[src/hdl/fts_pkg.sv]
// shared constants, codes and request/response types of the thread scheduler
`timescale 1ns / 1ps
`default_nettype none
package fts_pkg;

  localparam int unsigned MaxThreads = 16;
  localparam int unsigned IdW        = $clog2(MaxThreads);
  localparam int unsigned CntW       = $clog2(MaxThreads + 1);
  localparam int unsigned ValueW     = 32;

  typedef logic [IdW-1:0]    id_t;
  typedef logic [CntW-1:0]   cnt_t;
  typedef logic [IdW:0]      waiter_t;
  typedef logic [ValueW-1:0] value_t;

  // waiter code that means nobody is joined
  localparam waiter_t NoWaiter = waiter_t'(MaxThreads);

  typedef enum logic [2:0] {
    TS_UNUSED   = 3'd0,
    TS_RUNNING  = 3'd1,
    TS_READY    = 3'd2,
    TS_BLOCKED  = 3'd3,
    TS_FINISHED = 3'd4
  } ts_e;

  typedef enum logic [1:0] {
    OP_CREATE = 2'd0,
    OP_YIELD  = 2'd1,
    OP_JOIN   = 2'd2,
    OP_EXIT   = 2'd3
  } op_e;

  typedef enum logic [1:0] {
    RS_SWITCHED = 2'd0,
    RS_RETURNED = 2'd1,
    RS_HALTED   = 2'd2,
    RS_FULL     = 2'd3
  } rs_e;

  // thread table port: one shared read address, one write port per array
  typedef struct packed {
    id_t     rd_addr;
    logic    st_we;
    id_t     st_addr;
    ts_e     st_data;
    logic    wt_we;
    id_t     wt_addr;
    waiter_t wt_data;
    logic    sv_we;
    id_t     sv_addr;
    value_t  sv_data;
  } tbl_req_t;

  typedef struct packed {
    ts_e     status;
    waiter_t waiter;
    value_t  value;
  } tbl_rsp_t;

  // ready queue port
  typedef struct packed {
    logic push;
    id_t  push_id;
    logic pop;
  } rq_req_t;

  typedef struct packed {
    logic empty;
    id_t  pop_id;
  } rq_rsp_t;

endpackage
`default_nettype wire

[src/hdl/fts_if.sv]
// valid/ready channel interfaces for scheduler events and results
`timescale 1ns / 1ps
`default_nettype none
interface fts_in_if;
  logic        valid;
  logic        ready;
  logic [1:0]  op;
  logic [3:0]  target_id;
  logic [31:0] exit_value;

  modport source (output valid, output op, output target_id, output exit_value, input ready);
  modport sink   (input valid, input op, input target_id, input exit_value, output ready);
endinterface

interface fts_out_if;
  logic        valid;
  logic        ready;
  logic [1:0]  status;
  logic [3:0]  running_id;
  logic [3:0]  new_id;
  logic        value_valid;
  logic [31:0] result_value;
  logic        woken_valid;
  logic [3:0]  woken_id;

  modport source (output valid, output status, output running_id, output new_id,
                  output value_valid, output result_value, output woken_valid,
                  output woken_id, input ready);
  modport sink   (input valid, input status, input running_id, input new_id,
                  input value_valid, input result_value, input woken_valid,
                  input woken_id, output ready);
endinterface
`default_nettype wire

[src/hdl/fts_table.sv]
// per-thread table: status, join waiter and stored value memories
`timescale 1ns / 1ps
`default_nettype none
module fts_table
  import fts_pkg::*;
(
  input  wire logic     clk_i,
  input  wire logic     rst_ni,
  input  wire tbl_req_t req_i,
  output tbl_rsp_t      rsp_o
);

  ts_e     st_mem [MaxThreads];
  waiter_t wt_mem [MaxThreads];
  value_t  sv_mem [MaxThreads];

  logic [MaxThreads-1:0] st_vld_q;
  logic [MaxThreads-1:0] wt_vld_q;

  ts_e     st_rd_q;
  waiter_t wt_rd_q;
  value_t  sv_rd_q;
  logic    st_rv_q;
  logic    wt_rv_q;
  logic    rd_zero_q;

  // valid bits, entries not yet written read as their reset value
  always_ff @(posedge clk_i or negedge rst_ni) begin
    if (!rst_ni) begin
      st_vld_q <= '0;
      wt_vld_q <= '0;
    end else begin
      if (req_i.st_we) st_vld_q[req_i.st_addr] <= 1'b1;
      if (req_i.wt_we) wt_vld_q[req_i.wt_addr] <= 1'b1;
    end
  end

  always_ff @(posedge clk_i) begin
    if (req_i.st_we) st_mem[req_i.st_addr] <= req_i.st_data;
    if (req_i.wt_we) wt_mem[req_i.wt_addr] <= req_i.wt_data;
    if (req_i.sv_we) sv_mem[req_i.sv_addr] <= req_i.sv_data;
    st_rd_q   <= st_mem[req_i.rd_addr];
    wt_rd_q   <= wt_mem[req_i.rd_addr];
    sv_rd_q   <= sv_mem[req_i.rd_addr];
    st_rv_q   <= st_vld_q[req_i.rd_addr];
    wt_rv_q   <= wt_vld_q[req_i.rd_addr];
    rd_zero_q <= (req_i.rd_addr == '0);
  end

  always_comb begin
    rsp_o.value  = sv_rd_q;
    rsp_o.waiter = wt_rv_q ? wt_rd_q : NoWaiter;
    if (st_rv_q) begin
      rsp_o.status = st_rd_q;
    end else begin
      rsp_o.status = rd_zero_q ? TS_RUNNING : TS_UNUSED;
    end
  end

endmodule
`default_nettype wire

[src/hdl/fts_queue.sv]
// ready queue: circular id memory with head, tail and count
`timescale 1ns / 1ps
`default_nettype none
module fts_queue
  import fts_pkg::*;
(
  input  wire logic    clk_i,
  input  wire logic    rst_ni,
  input  wire rq_req_t req_i,
  output rq_rsp_t      rsp_o
);

  id_t  fifo_mem [MaxThreads];
  id_t  head_q, head_d;
  id_t  tail_q, tail_d;
  cnt_t count_q, count_d;
  id_t  pop_id_q;
  logic full;
  logic do_push;
  logic do_pop;

  assign full    = (count_q == cnt_t'(MaxThreads));
  assign do_push = req_i.push && !full;
  assign do_pop  = req_i.pop && (count_q != '0);

  always_comb begin
    head_d  = head_q;
    tail_d  = tail_q;
    count_d = count_q;
    if (do_push) begin
      tail_d = (tail_q == id_t'(MaxThreads - 1)) ? '0 : tail_q + id_t'(1);
    end
    if (do_pop) begin
      head_d = (head_q == id_t'(MaxThreads - 1)) ? '0 : head_q + id_t'(1);
    end
    if (do_push && !do_pop) count_d = count_q + cnt_t'(1);
    if (do_pop && !do_push) count_d = count_q - cnt_t'(1);
  end

  always_ff @(posedge clk_i or negedge rst_ni) begin
    if (!rst_ni) begin
      head_q  <= '0;
      tail_q  <= '0;
      count_q <= '0;
    end else begin
      head_q  <= head_d;
      tail_q  <= tail_d;
      count_q <= count_d;
    end
  end

  always_ff @(posedge clk_i) begin
    if (do_push) fifo_mem[tail_q] <= req_i.push_id;
    if (do_pop)  pop_id_q <= fifo_mem[head_q];
  end

  assign rsp_o.empty  = (count_q == '0);
  assign rsp_o.pop_id = pop_id_q;

endmodule
`default_nettype wire

[src/hdl/fifo_thread_scheduler.sv]
// top level: cooperative thread scheduler with a fifo ready queue
//
//   channel  modport            word carries
//   in_i     fts_in_if.sink     op, target_id, exit_value
//   out_o    fts_out_if.source  status, running_id, new_id, value_valid,
//                               result_value, woken_valid, woken_id
//
// an event that needs no table or queue read is settled in S_EXEC (halted,
// table full, yield with empty queue, join on self); a join that returns goes
// through S_JOIN_RD; a switch ends with S_POP and S_SWITCH, after S_PUSH_CUR,
// S_JOIN_RD or S_EXIT_RD for a create, join or exit, and a halt ends in S_POP;
// the registered reads of the thread table and the queue memory set these paths.
// no clearing pass after reset: status and waiter entries carry valid bits.
// a new event is taken while the last result still waits in the output
// register; the result of that event then holds in the done state until the
// output register frees up.
`timescale 1ns / 1ps
`default_nettype none
module fifo_thread_scheduler
  import fts_pkg::*;
(
  input  wire logic  clk_i,
  input  wire logic  rst_ni,
  fts_in_if.sink     in_i,
  fts_out_if.source  out_o
);

  typedef enum logic [7:0] {
    S_IDLE     = 8'b0000_0001,
    S_EXEC     = 8'b0000_0010,
    S_JOIN_RD  = 8'b0000_0100,
    S_EXIT_RD  = 8'b0000_1000,
    S_PUSH_CUR = 8'b0001_0000,
    S_POP      = 8'b0010_0000,
    S_SWITCH   = 8'b0100_0000,
    S_DONE     = 8'b1000_0000
  } state_e;

  state_e  state_q, state_d;

  // captured event
  op_e     op_q, op_d;
  id_t     target_q, target_d;
  value_t  xval_q, xval_d;

  // scheduler registers
  id_t     cur_q, cur_d;
  cnt_t    nf_q, nf_d;
  logic    halted_q, halted_d;

  // result being built
  rs_e     rs_q, rs_d;
  id_t     new_id_q, new_id_d;
  logic    vvalid_q, vvalid_d;
  value_t  rvalue_q, rvalue_d;
  logic    wvalid_q, wvalid_d;
  id_t     wid_q, wid_d;

  // output register
  logic    ov_q, ov_d;
  rs_e     o_rs_q, o_rs_d;
  id_t     o_run_q, o_run_d;
  id_t     o_new_q, o_new_d;
  logic    o_vv_q, o_vv_d;
  value_t  o_rv_q, o_rv_d;
  logic    o_wv_q, o_wv_d;
  id_t     o_wid_q, o_wid_d;

  tbl_req_t tbl_req;
  tbl_rsp_t tbl_rsp;
  rq_req_t  rq_req;
  rq_rsp_t  rq_rsp;

  logic    in_fire;
  logic    out_free;

  fts_table u_table (
    .clk_i  (clk_i),
    .rst_ni (rst_ni),
    .req_i  (tbl_req),
    .rsp_o  (tbl_rsp)
  );

  fts_queue u_queue (
    .clk_i  (clk_i),
    .rst_ni (rst_ni),
    .req_i  (rq_req),
    .rsp_o  (rq_rsp)
  );

  assign in_i.ready = (state_q == S_IDLE);
  assign in_fire    = in_i.valid && in_i.ready;
  assign out_free   = !ov_q || out_o.ready;

  always_comb begin
    state_d  = state_q;
    op_d     = op_q;
    target_d = target_q;
    xval_d   = xval_q;
    cur_d    = cur_q;
    nf_d     = nf_q;
    halted_d = halted_q;
    rs_d     = rs_q;
    new_id_d = new_id_q;
    vvalid_d = vvalid_q;
    rvalue_d = rvalue_q;
    wvalid_d = wvalid_q;
    wid_d    = wid_q;

    ov_d     = ov_q && !out_o.ready;
    o_rs_d   = o_rs_q;
    o_run_d  = o_run_q;
    o_new_d  = o_new_q;
    o_vv_d   = o_vv_q;
    o_rv_d   = o_rv_q;
    o_wv_d   = o_wv_q;
    o_wid_d  = o_wid_q;

    tbl_req  = '0;
    tbl_req.rd_addr = cur_q;
    rq_req   = '0;

    unique case (state_q)
      S_IDLE: begin
        if (in_fire) begin
          op_d     = op_e'(in_i.op);
          target_d = id_t'(in_i.target_id);
          xval_d   = value_t'(in_i.exit_value);
          rs_d     = RS_RETURNED;
          new_id_d = '0;
          vvalid_d = 1'b0;
          rvalue_d = '0;
          wvalid_d = 1'b0;
          wid_d    = '0;
          state_d  = S_EXEC;
        end
      end

      S_EXEC: begin
        if (halted_q) begin
          rs_d    = RS_HALTED;
          state_d = S_DONE;
        end else begin
          unique case (op_q)
            OP_CREATE: begin
              if (nf_q >= cnt_t'(MaxThreads)) begin
                rs_d    = RS_FULL;
                state_d = S_DONE;
              end else begin
                // new thread enters the queue ahead of its creator
                tbl_req.st_we   = 1'b1;
                tbl_req.st_addr = nf_q[IdW-1:0];
                tbl_req.st_data = TS_READY;
                tbl_req.wt_we   = 1'b1;
                tbl_req.wt_addr = nf_q[IdW-1:0];
                tbl_req.wt_data = NoWaiter;
                rq_req.push     = 1'b1;
                rq_req.push_id  = nf_q[IdW-1:0];
                new_id_d        = nf_q[IdW-1:0];
                nf_d            = nf_q + cnt_t'(1);
                state_d         = S_PUSH_CUR;
              end
            end
            OP_YIELD: begin
              if (rq_rsp.empty) begin
                state_d = S_DONE;
              end else begin
                tbl_req.st_we   = 1'b1;
                tbl_req.st_addr = cur_q;
                tbl_req.st_data = TS_READY;
                rq_req.push     = 1'b1;
                rq_req.push_id  = cur_q;
                state_d         = S_POP;
              end
            end
            OP_JOIN: begin
              if (target_q == cur_q ||
                  {1'b0, target_q} >= (IdW + 1)'(MaxThreads)) begin
                state_d = S_DONE;
              end else begin
                tbl_req.rd_addr = target_q;
                state_d         = S_JOIN_RD;
              end
            end
            OP_EXIT: begin
              // waiter of the exiting thread is read while it is marked finished
              tbl_req.rd_addr = cur_q;
              tbl_req.st_we   = 1'b1;
              tbl_req.st_addr = cur_q;
              tbl_req.st_data = TS_FINISHED;
              tbl_req.sv_we   = 1'b1;
              tbl_req.sv_addr = cur_q;
              tbl_req.sv_data = xval_q;
              state_d         = S_EXIT_RD;
            end
            default: state_d = S_DONE;
          endcase
        end
      end

      S_JOIN_RD: begin
        if (tbl_rsp.status == TS_UNUSED) begin
          state_d = S_DONE;
        end else if (tbl_rsp.status == TS_FINISHED) begin
          vvalid_d = 1'b1;
          rvalue_d = tbl_rsp.value;
          state_d  = S_DONE;
        end else begin
          // caller blocks and replaces any earlier waiter
          tbl_req.st_we   = 1'b1;
          tbl_req.st_addr = cur_q;
          tbl_req.st_data = TS_BLOCKED;
          tbl_req.wt_we   = 1'b1;
          tbl_req.wt_addr = target_q;
          tbl_req.wt_data = {1'b0, cur_q};
          state_d         = S_POP;
        end
      end

      S_EXIT_RD: begin
        if (tbl_rsp.waiter != NoWaiter) begin
          tbl_req.st_we   = 1'b1;
          tbl_req.st_addr = tbl_rsp.waiter[IdW-1:0];
          tbl_req.st_data = TS_READY;
          tbl_req.wt_we   = 1'b1;
          tbl_req.wt_addr = cur_q;
          tbl_req.wt_data = NoWaiter;
          rq_req.push     = 1'b1;
          rq_req.push_id  = tbl_rsp.waiter[IdW-1:0];
          wvalid_d        = 1'b1;
          wid_d           = tbl_rsp.waiter[IdW-1:0];
          vvalid_d        = 1'b1;
          rvalue_d        = xval_q;
        end
        state_d = S_POP;
      end

      S_PUSH_CUR: begin
        tbl_req.st_we   = 1'b1;
        tbl_req.st_addr = cur_q;
        tbl_req.st_data = TS_READY;
        rq_req.push     = 1'b1;
        rq_req.push_id  = cur_q;
        state_d         = S_POP;
      end

      S_POP: begin
        if (rq_rsp.empty) begin
          // nothing runnable: freeze with the blocked or finished thread
          halted_d = 1'b1;
          rs_d     = RS_HALTED;
          state_d  = S_DONE;
        end else begin
          rq_req.pop = 1'b1;
          state_d    = S_SWITCH;
        end
      end

      S_SWITCH: begin
        tbl_req.st_we   = 1'b1;
        tbl_req.st_addr = rq_rsp.pop_id;
        tbl_req.st_data = TS_RUNNING;
        cur_d           = rq_rsp.pop_id;
        rs_d            = RS_SWITCHED;
        state_d         = S_DONE;
      end

      S_DONE: begin
        if (out_free) begin
          ov_d    = 1'b1;
          o_rs_d  = rs_q;
          o_run_d = cur_q;
          o_new_d = new_id_q;
          o_vv_d  = vvalid_q;
          o_rv_d  = rvalue_q;
          o_wv_d  = wvalid_q;
          o_wid_d = wid_q;
          state_d = S_IDLE;
        end
      end

      default: state_d = S_IDLE;
    endcase
  end

  always_ff @(posedge clk_i or negedge rst_ni) begin
    if (!rst_ni) begin
      state_q  <= S_IDLE;
      cur_q    <= '0;
      nf_q     <= cnt_t'(1);
      halted_q <= 1'b0;
      ov_q     <= 1'b0;
    end else begin
      state_q  <= state_d;
      cur_q    <= cur_d;
      nf_q     <= nf_d;
      halted_q <= halted_d;
      ov_q     <= ov_d;
    end
  end

  // payload registers
  always_ff @(posedge clk_i) begin
    op_q     <= op_d;
    target_q <= target_d;
    xval_q   <= xval_d;
    rs_q     <= rs_d;
    new_id_q <= new_id_d;
    vvalid_q <= vvalid_d;
    rvalue_q <= rvalue_d;
    wvalid_q <= wvalid_d;
    wid_q    <= wid_d;
    o_rs_q   <= o_rs_d;
    o_run_q  <= o_run_d;
    o_new_q  <= o_new_d;
    o_vv_q   <= o_vv_d;
    o_rv_q   <= o_rv_d;
    o_wv_q   <= o_wv_d;
    o_wid_q  <= o_wid_d;
  end

  assign out_o.valid        = ov_q;
  assign out_o.status       = o_rs_q;
  assign out_o.running_id   = 4'(o_run_q);
  assign out_o.new_id       = 4'(o_new_q);
  assign out_o.value_valid  = o_vv_q;
  assign out_o.result_value = 32'(o_rv_q);
  assign out_o.woken_valid  = o_wv_q;
  assign out_o.woken_id     = 4'(o_wid_q);

endmodule
`default_nettype wire
[src/flat_wrapper.sv]
// flat-port wrapper written by rule: the top's interface ports become plain ports
module fifo_thread_scheduler_flat import fts_pkg::*;
  (clk_i, rst_ni, in_i_valid, in_i_op, in_i_target_id, in_i_exit_value, in_i_ready, out_o_valid, out_o_status, out_o_running_id, out_o_new_id, out_o_value_valid, out_o_result_value, out_o_woken_valid, out_o_woken_id, out_o_ready);
  fts_in_if in_i_i ();
  fts_out_if out_o_i ();
  input  wire logic clk_i;
  input  wire logic rst_ni;
  input wire logic [$bits(in_i_i.valid)-1:0] in_i_valid;
  input wire logic [$bits(in_i_i.op)-1:0] in_i_op;
  input wire logic [$bits(in_i_i.target_id)-1:0] in_i_target_id;
  input wire logic [$bits(in_i_i.exit_value)-1:0] in_i_exit_value;
  output wire logic [$bits(in_i_i.ready)-1:0] in_i_ready;
  output wire logic [$bits(out_o_i.valid)-1:0] out_o_valid;
  output wire logic [$bits(out_o_i.status)-1:0] out_o_status;
  output wire logic [$bits(out_o_i.running_id)-1:0] out_o_running_id;
  output wire logic [$bits(out_o_i.new_id)-1:0] out_o_new_id;
  output wire logic [$bits(out_o_i.value_valid)-1:0] out_o_value_valid;
  output wire logic [$bits(out_o_i.result_value)-1:0] out_o_result_value;
  output wire logic [$bits(out_o_i.woken_valid)-1:0] out_o_woken_valid;
  output wire logic [$bits(out_o_i.woken_id)-1:0] out_o_woken_id;
  input wire logic [$bits(out_o_i.ready)-1:0] out_o_ready;
  assign in_i_i.valid = in_i_valid;
  assign in_i_i.op = in_i_op;
  assign in_i_i.target_id = in_i_target_id;
  assign in_i_i.exit_value = in_i_exit_value;
  assign in_i_ready = in_i_i.ready;
  assign out_o_valid = out_o_i.valid;
  assign out_o_status = out_o_i.status;
  assign out_o_running_id = out_o_i.running_id;
  assign out_o_new_id = out_o_i.new_id;
  assign out_o_value_valid = out_o_i.value_valid;
  assign out_o_result_value = out_o_i.result_value;
  assign out_o_woken_valid = out_o_i.woken_valid;
  assign out_o_woken_id = out_o_i.woken_id;
  assign out_o_i.ready = out_o_ready;
  fifo_thread_scheduler u_core (.clk_i(clk_i), .rst_ni(rst_ni), .in_i(in_i_i), .out_o(out_o_i));
endmodule
[config.mk]
export PLATFORM = sky130hd
export DESIGN_NAME = fifo_thread_scheduler_flat
export DESIGN_NICKNAME = d
export VERILOG_FILES = /design/src/hdl/fts_pkg.sv /design/src/hdl/fts_if.sv /design/src/hdl/fts_table.sv /design/src/hdl/fts_queue.sv /design/src/hdl/fifo_thread_scheduler.sv /design/src/flat_wrapper.sv
export SDC_FILE = /design/constraint.sdc
export NUM_CORES = 1
export LEC_CHECK = 0
export ABC_AREA = 1
export BUFFER_PORTS_ARGS = -buffer_cell sky130_fd_sc_hd__buf_2
export CORE_MARGIN = 2
export CORE_UTILIZATION = 55
export DETAILED_ROUTE_END_ITERATION = 10
export GPL_ROUTABILITY_DRIVEN = 0
export HOLD_SLACK_MARGIN = 0.05
export PLACE_DENSITY = 0.7
export SYNTH_ARGS = -nofsm -noshare
export SYNTH_HDL_FRONTEND = slang
export SYNTH_SLANG_ARGS = --single-unit
[constraint.sdc]
create_clock -name clk_i -period 3.6 [get_ports clk_i]
set_input_delay 0.72 -clock clk_i [delete_from_list [all_inputs] [get_ports clk_i]]
set_output_delay 0.72 -clock clk_i [all_outputs]
set_load 0.02 [all_outputs]
Word-level counts from Yosys, hierarchy flattened

Memory sizes are Yosys's and may differ from the RTL's. A register that Yosys moved wholly into a read port is not among the register bits.
Index checks and enable logic that the tools add are counted.

Input port bits: 42
Word-level logic and storage cells: 193
Register bits after elaboration: 197
Memories kept: 4
Bits in read-only memories: 0
Memory bits (writable): 704
Bits in latches: 0

Shift-type cells: 0
$lt $le $gt $ge: 6
Eq/ne operators: 28
Bitwise operators: 4
Add/subtract/negate cells: 5
Multipliers: 0
Reductions and logical operators: 34
Div/mod/pow operators: 0
Mux-type cells: 83

Memory list:

| memory                  | words | bits a word | read ports | clocked after memory_dff | write ports | RTL line        | text |
|---|---|---|---|---|---|---|---|
| u_core.u_table.sv_mem   | 16    | 32          | 1          | 1                        | 1           | fts_table.sv:15 | `value_t sv_mem [MaxThreads];` |
| u_core.u_table.wt_mem   | 16    | 5           | 1          | 1                        | 1           | fts_table.sv:14 | `waiter_t wt_mem [MaxThreads];` |
| u_core.u_queue.fifo_mem | 16    | 4           | 1          | 1                        | 1           | fts_queue.sv:13 | `id_t fifo_mem [MaxThreads];` |
| u_core.u_table.st_mem   | 16    | 3           | 1          | 1                        | 1           | fts_table.sv:13 | `ts_e st_mem [MaxThreads];` |

Operators by type and width:

| operator                                                                      | count |
|---|---|
| 32-bit two-way mux                                                            | 4 |
| 32-bit one-hot mux with 3 select lines                                        | 1 |
| 8-bit two-way mux                                                             | 10 |
| 37-bit two-way mux                                                            | 2 |
| 18-bit two-way mux                                                            | 4 |
| 59-bit two-way mux                                                            | 1 |
| 8-bit one-hot mux with 7 select lines                                         | 1 |
| 4-bit two-way mux                                                             | 10 |
| 8-bit one-hot mux with 5 select lines                                         | 1 |
| 5-bit two-way mux                                                             | 7 |
| 16-bit bitwise OR                                                             | 2 |
| 8-bit one-hot mux with 4 select lines                                         | 1 |
| 10-bit one-hot mux with 3 select lines                                        | 1 |
| 8-bit one-hot mux with 3 select lines                                         | 1 |
| 1-bit two-way mux                                                             | 21 |
| 4-bit one-hot mux with 2 select lines                                         | 2 |
| 4-bit by 5-bit less-than comparator with 1-bit output (second input constant) | 3 |
| 5-bit one-hot mux with 3 select lines                                         | 1 |
| 5-bit AND reduction                                                           | 3 |
| 5-bit by 1-bit adder with 5-bit output (second input constant)                | 2 |
| 10-bit two-way mux                                                            | 1 |
| 2-bit two-way mux                                                             | 5 |
| 2-bit != test (second input constant)                                         | 5 |
| 5-bit one-hot mux with 2 select lines                                         | 1 |
| other kinds (44)                                                              | 70 |

Longest topological paths before layout

Word-level depth: 11
Depth in mapped cells: 20
Gate-level depth less buffers: 19

Hierarchy

Synthesis repeated with hierarchy kept, for this count alone.

Cells, all modules: 4009
Area total of the unflattened synthesis: 40496.3 µm²

Modules (own cells, without submodules):

| module                | seq. area each (µm²) | cells each | area each (µm²) | instances |
|---|---|---|---|---|
| fts_table             | 20880.0              | 3047       | 30419.2         | 1 |
| fifo_thread_scheduler | 4381.7               | 576        | 6312.3          | 1 |
| fts_queue             | 2367.3               | 386        | 3764.9          | 1 |

Worst setup path before layout

Ideal clock, no wire load.

Path type: reg-to-reg
Start point: reg u_core.state_q[5]
End point: mem u_core.u_table.sv_mem[0][0] in the netlist's numbering, enable pin
Data arrival time: 3487 ps
Required time: 3139 ps
Path buffers: 0
Slack: -348 ps
Stages on the path, launching flop included: 8
Clock period less this slack: 3948 ps
Library setup time: 461 ps
Path through: dfrtp_1 > nor2_2 > nand2_4 > inv_2 > nand2_2 > nor2_4 > nand2_1 > nor3_1

Cells in the longest elaborated chain, start to end: 4

RTL lines:

| element                                            | RTL line                     | text |
|---|---|---|
| from (decl)                                        | fifo_thread_scheduler.sv:39  | `state_e state_q, state_d;` |
| from (signal assigned)                             | fifo_thread_scheduler.sv:294 | `state_q <= state_d;` |
| 8-bit by 2-bit equality test with 1-bit output (*) | fifo_thread_scheduler.sv:123 | `unique case (state_q)` |
| 37-bit two-way mux (*)                             | fifo_thread_scheduler.sv:123 |  |
| 1-bit two-way mux                                  | fts_table.sv:41              | `if (req_i.sv_we) sv_mem[req_i.sv_addr] <= req_i.sv_data;` |
| 1-bit two-way mux (not written as such)            | fts_table.sv:41              |  |
| to (decl)                                          | fts_table.sv:15              |  |

Mark *: on every way between the ends. The rest lies on a longest branch, timed or not.

Worst setup path in the final report

Start point: reg u_core.state_q[0]
End point: out in_i_ready

Cells in the longest elaborated chain, start to end: 1

RTL lines:

| element                                        | RTL line                    | text |
|---|---|---|
| 8-bit by 1-bit equality test with 1-bit output | fifo_thread_scheduler.sv:91 | `assign in_i.ready = (state_q == S_IDLE);` |
| to (decl)                                      | flat_wrapper.sv:12          | `output wire logic [$bits(in_i_i.ready)-1:0] in_i_ready;` |

No other way between the ends.

==> metrics.md <==
| Metric | Value |
|---|---|
| Clock sink total | `roughly 950` |
| Post-synth EDFFs | `between 800 and 900` |
| DRC Markers | `0` |
| Kind of critical path | `reg2out` |
| Max Root-Sink Buffers | `3` |
| Slowest stage cell on the critical path | `nor4_1` |
| Layout cells sized above 1 | `about 9%` |
| Endpoints failing setup | `0` |
| Top cells by area, synth | `edfxtp_1 62%, nand2_1 8.3%, nand3_1 8.2%` |
| RSZ-0062 raised after global routing | `false` |
| Top cell type's share of synthesized area | `between 60% and 70%` |
| Num CTS Buffers | `96` |
| Worst r2r src | `u_core.state_q[2]$_DFFE_PN0P_` |
| WP data arrival | `2.46 ns` |
| Post-Syn Area | `0.0406 mm²` |
| Critical Path Source Type | `flop` |
| Yosys warns | `0` |
| Fraction of registers with async set/reset | `between 6 and 7%` |
| Starting Density | `a little under three fifths` |
| WHS | `approximately 0.24 ns` |
| Slew Viols, Final | `0` |
| Synthesized area per cell | `about 10 µm²` |
| Crit-path cells | `inv_2 > nor4_1 > buf_2` |
| TritonRoute pass-1 iters | `6` |
| Std-Cell Rows | `99` |
| IO Pins | `~90` |
| Post-synth top cells | `897 x nand2_1, 838 x edfxtp_1, 804 x inv_1` |
| Max transition margin | `approximately a fifth` |
| Root Driver | `clkbuf_16` |
| GR Overflow Total | `0` |
| Post-synthesis sequential area ratio | `roughly two thirds` |
| Antenna-violating nets left | `0` |
| DRT Wirelength | `a little over 100 mm` |
| Hold Crit Depth | `1` |
| Number of max-cap violations | `0` |
| Filler cell count | `roughly 5600` |
| Worst Max-Slew Pin Slew | `approximately 1.2 ns` |
| Reg2reg end | `u_core.u_queue.count_q[4]$_DFFE_PN0P_` |
| Skew final | `approximately 0.022 ns` |
| End of the worst hold path | `u_core.target_q[3]$_DFFE_PP_` |
| Vias | `~28000` |
| Mapped Cells | `about 3900` |
| Port-buffer cells | `a little over 90` |
| Synth unique cells | `between 40 and 50` |
| Core Area | `~0.073 mm²` |
| Clock latency on the worst-skew pair | `roughly 0.66 ns` |
| Pwr Density | `between 600 and 700 mW/mm²` |
| Min-delay worst type | `in2reg` |
| WP data required | `2.88 ns` |
| Routed wire length per instance | `19.9 µm` |
| DIE AREA | `between 0.07 and 0.08 mm²` |
| Top_reg_cell synth | `edfxtp_1` |
| Vias in the first global route | `between 20000 and 30000` |
| Largest net degree at the start of global routing | `approximately 130` |
| Min Tclk post-route | `3.18 ns` |
| Max VDD drop | `624 µV` |
| Top-count cell post-synth | `nand2_1` |
| Die Wd | `276 µm` |
| R2r setup slk | `0.42 ns` |
| Die Y | `between 200 and 300 µm` |
| Syn nets | `approximately 4000` |
| First-pass GRT wire length | `154 mm` |
| Crit-path max cell delay | `around 0.9 ns` |
| Area Overhead vs Synth | `13.0%` |
| Yosys reg bits | `about 950` |
| CP Max Fanout | `6` |
| Final hold violations | `0` |
| Setup TNS | `0 ns` |
| Clock slew at reported path FFs | `about 0.060 ns` |
| H-tree depth | `3` |
| DR iter-0 viols | `roughly 3000` |
| CTS tree | `done` |
| Initial antenna violation count | `0` |
| Total GRT Usage | `between 20% and 30%` |
| Post-route clock period utilization | `between 80 and 90%` |
| Worst Hold Launch | `in_i_target_id[3]` |
| Worst Setup End Kind | `output port` |
| FMAX | `~310 MHz` |
| Outcome | `finished clean` |
| Via density | `~5.5` |
| Nets | `slightly above 4000` |
| HPWL Detailed | `about 56 mm` |
| P_leak | `approximately 20 nW` |
| Post-CTS Setup Inserts | `0` |
| Number of diodes | `0` |
| Cell accounting for the most synthesized area | `edfxtp_1` |
| R2R depth | `19` |
## worst max path at each step
| stage | startpoint | endpoint | cells past startpoint |
|---|---|---|---|
| 3_5_place_dp | u_core.state_q[7]$_DFFE_PN0P_ | u_core.u_queue.count_q[4]$_DFFE_PN0P_ | 19 |
| 3_3_place_gp | u_core.state_q[2]$_DFFE_PN0P_ | u_core.u_queue.count_q[4]$_DFFE_PN0P_ | 19 |
| 6_report | u_core.state_q[0]$_DFFE_PN1P_ | in_i_ready | 3 |
| 5_1_grt | u_core.state_q[2]$_DFFE_PN0P_ | u_core.u_queue.count_q[4]$_DFFE_PN0P_ | 19 |
| 4_1_cts | u_core.state_q[0]$_DFFE_PN1P_ | in_i_ready | 3 |
| 2_1_floorplan | u_core.state_q[5]$_DFFE_PN0P_ | u_core.u_table.sv_mem[13][0]$_DFFE_PP_ | 9 |
## state kept, by name (all words and copies together) (netlist names), 5 cells and up
signal / flops
u_core.u_queue.count_q: 5
u_core.state_q: 8
u_core.u_queue.fifo_mem: 64
u_core.rvalue_q: 32
u_core.u_table.st_vld_q: 16
u_core.u_table.st_mem: 48
u_core.u_table.sv_rd_q: 32
u_core.out_o.result_value: 32
u_core.u_table.wt_mem: 80
u_core.u_table.sv_mem: 512
u_core.nf_q: 5
u_core.u_table.wt_vld_q: 16
u_core.xval_q: 32
u_core.u_table.wt_rd_q: 5
## cell usage in the layout, fill, tap and decap left out, drive strengths merged, types with 2 or more instances in the layout
master	count
buf	177
bufinv	11
xor2	12
clkinv	29
o21ai	118
xnor2	2
nor3	15
clkbuf	135
nand3b	41
dfrtp	62
clkinvlp	3
a21oi	12
inv	810
o31ai	3
dfxtp	43
ha	11
a31o	3
nor4	4
nand4	10
dfstp	2
o221ai	2
nor2	172
o211ai	3
edfxtp	838
nand2	903
o22ai	17
nand3	669
## where the power goes
| group | switching [mW] | internal [mW] |
|---|---|---|
| clock | 4.11 | 6.04 |
| combinational | 5.95 | 2.39 |
| sequential | 0.490 | 13.0 |
## cell type report
class | count | area, µm² | area share (%)
Multi-Input combinational cell | 2002 | 9350 | 20.4
Clock inverter | 44 | 510 | 1.11
Timing Repair Buffer | 178 | 1400 | 3.05
Sequential cell | 945 | 27600 | 60.3
Inverter | 809 | 3040 | 6.62
Tap cell | 959 | 1200 | 2.62
Clock buffer | 135 | 2710 | 5.92
## what timing repair did
item / CTS / global route
endpoints found under the setup margin: 0 / 0
hold buffers: 1 / 0
hold endpoints to repair: 5 / 0
gates resized for setup: 0 / 0
## cells by family after synthesis
logic type      count (synthesis)  share of synthesized area [%]
simple gates                 1815                           19.6
buf+inv                       986                           9.44
flops                         945                           68.1
compound gates                162                           2.21
xor+xnor                       14                          0.302
fa+ha+maj                      11                          0.339
## stage by stage
stage,setup WS [ns],cell area [µm²],cells,util [%],power [mW]
2_1_floorplan,0.0325,40600,3933,-,19.1
3_3_place_gp,0.613,42600,4892,58.4,21.8
3_5_place_dp,0.489,42600,4892,58.4,22.0
4_1_cts,0.441,45800,5072,62.8,32.1
5_1_grt,0.125,45800,5072,62.8,33.5
6_report,0.417,45800,5072,62.8,32.0
## routing by layer
metal	track usage (%)	vias up	part of all wire (%)
li1	-	13000	-
met2	43.2	1297	47
met3	4.58	222	9.1
met5	0	-	0
met4	9.67	0	3.0
met1	36.9	13300	41
## critical path: cells and delay by family, from the launching register on
family | cells | cell delay, ns
simple gates | 1 | 0.90
flops | 1 | 0.54
buf+inv | 2 | 0.37
Power figures use the tool's default switching activity.
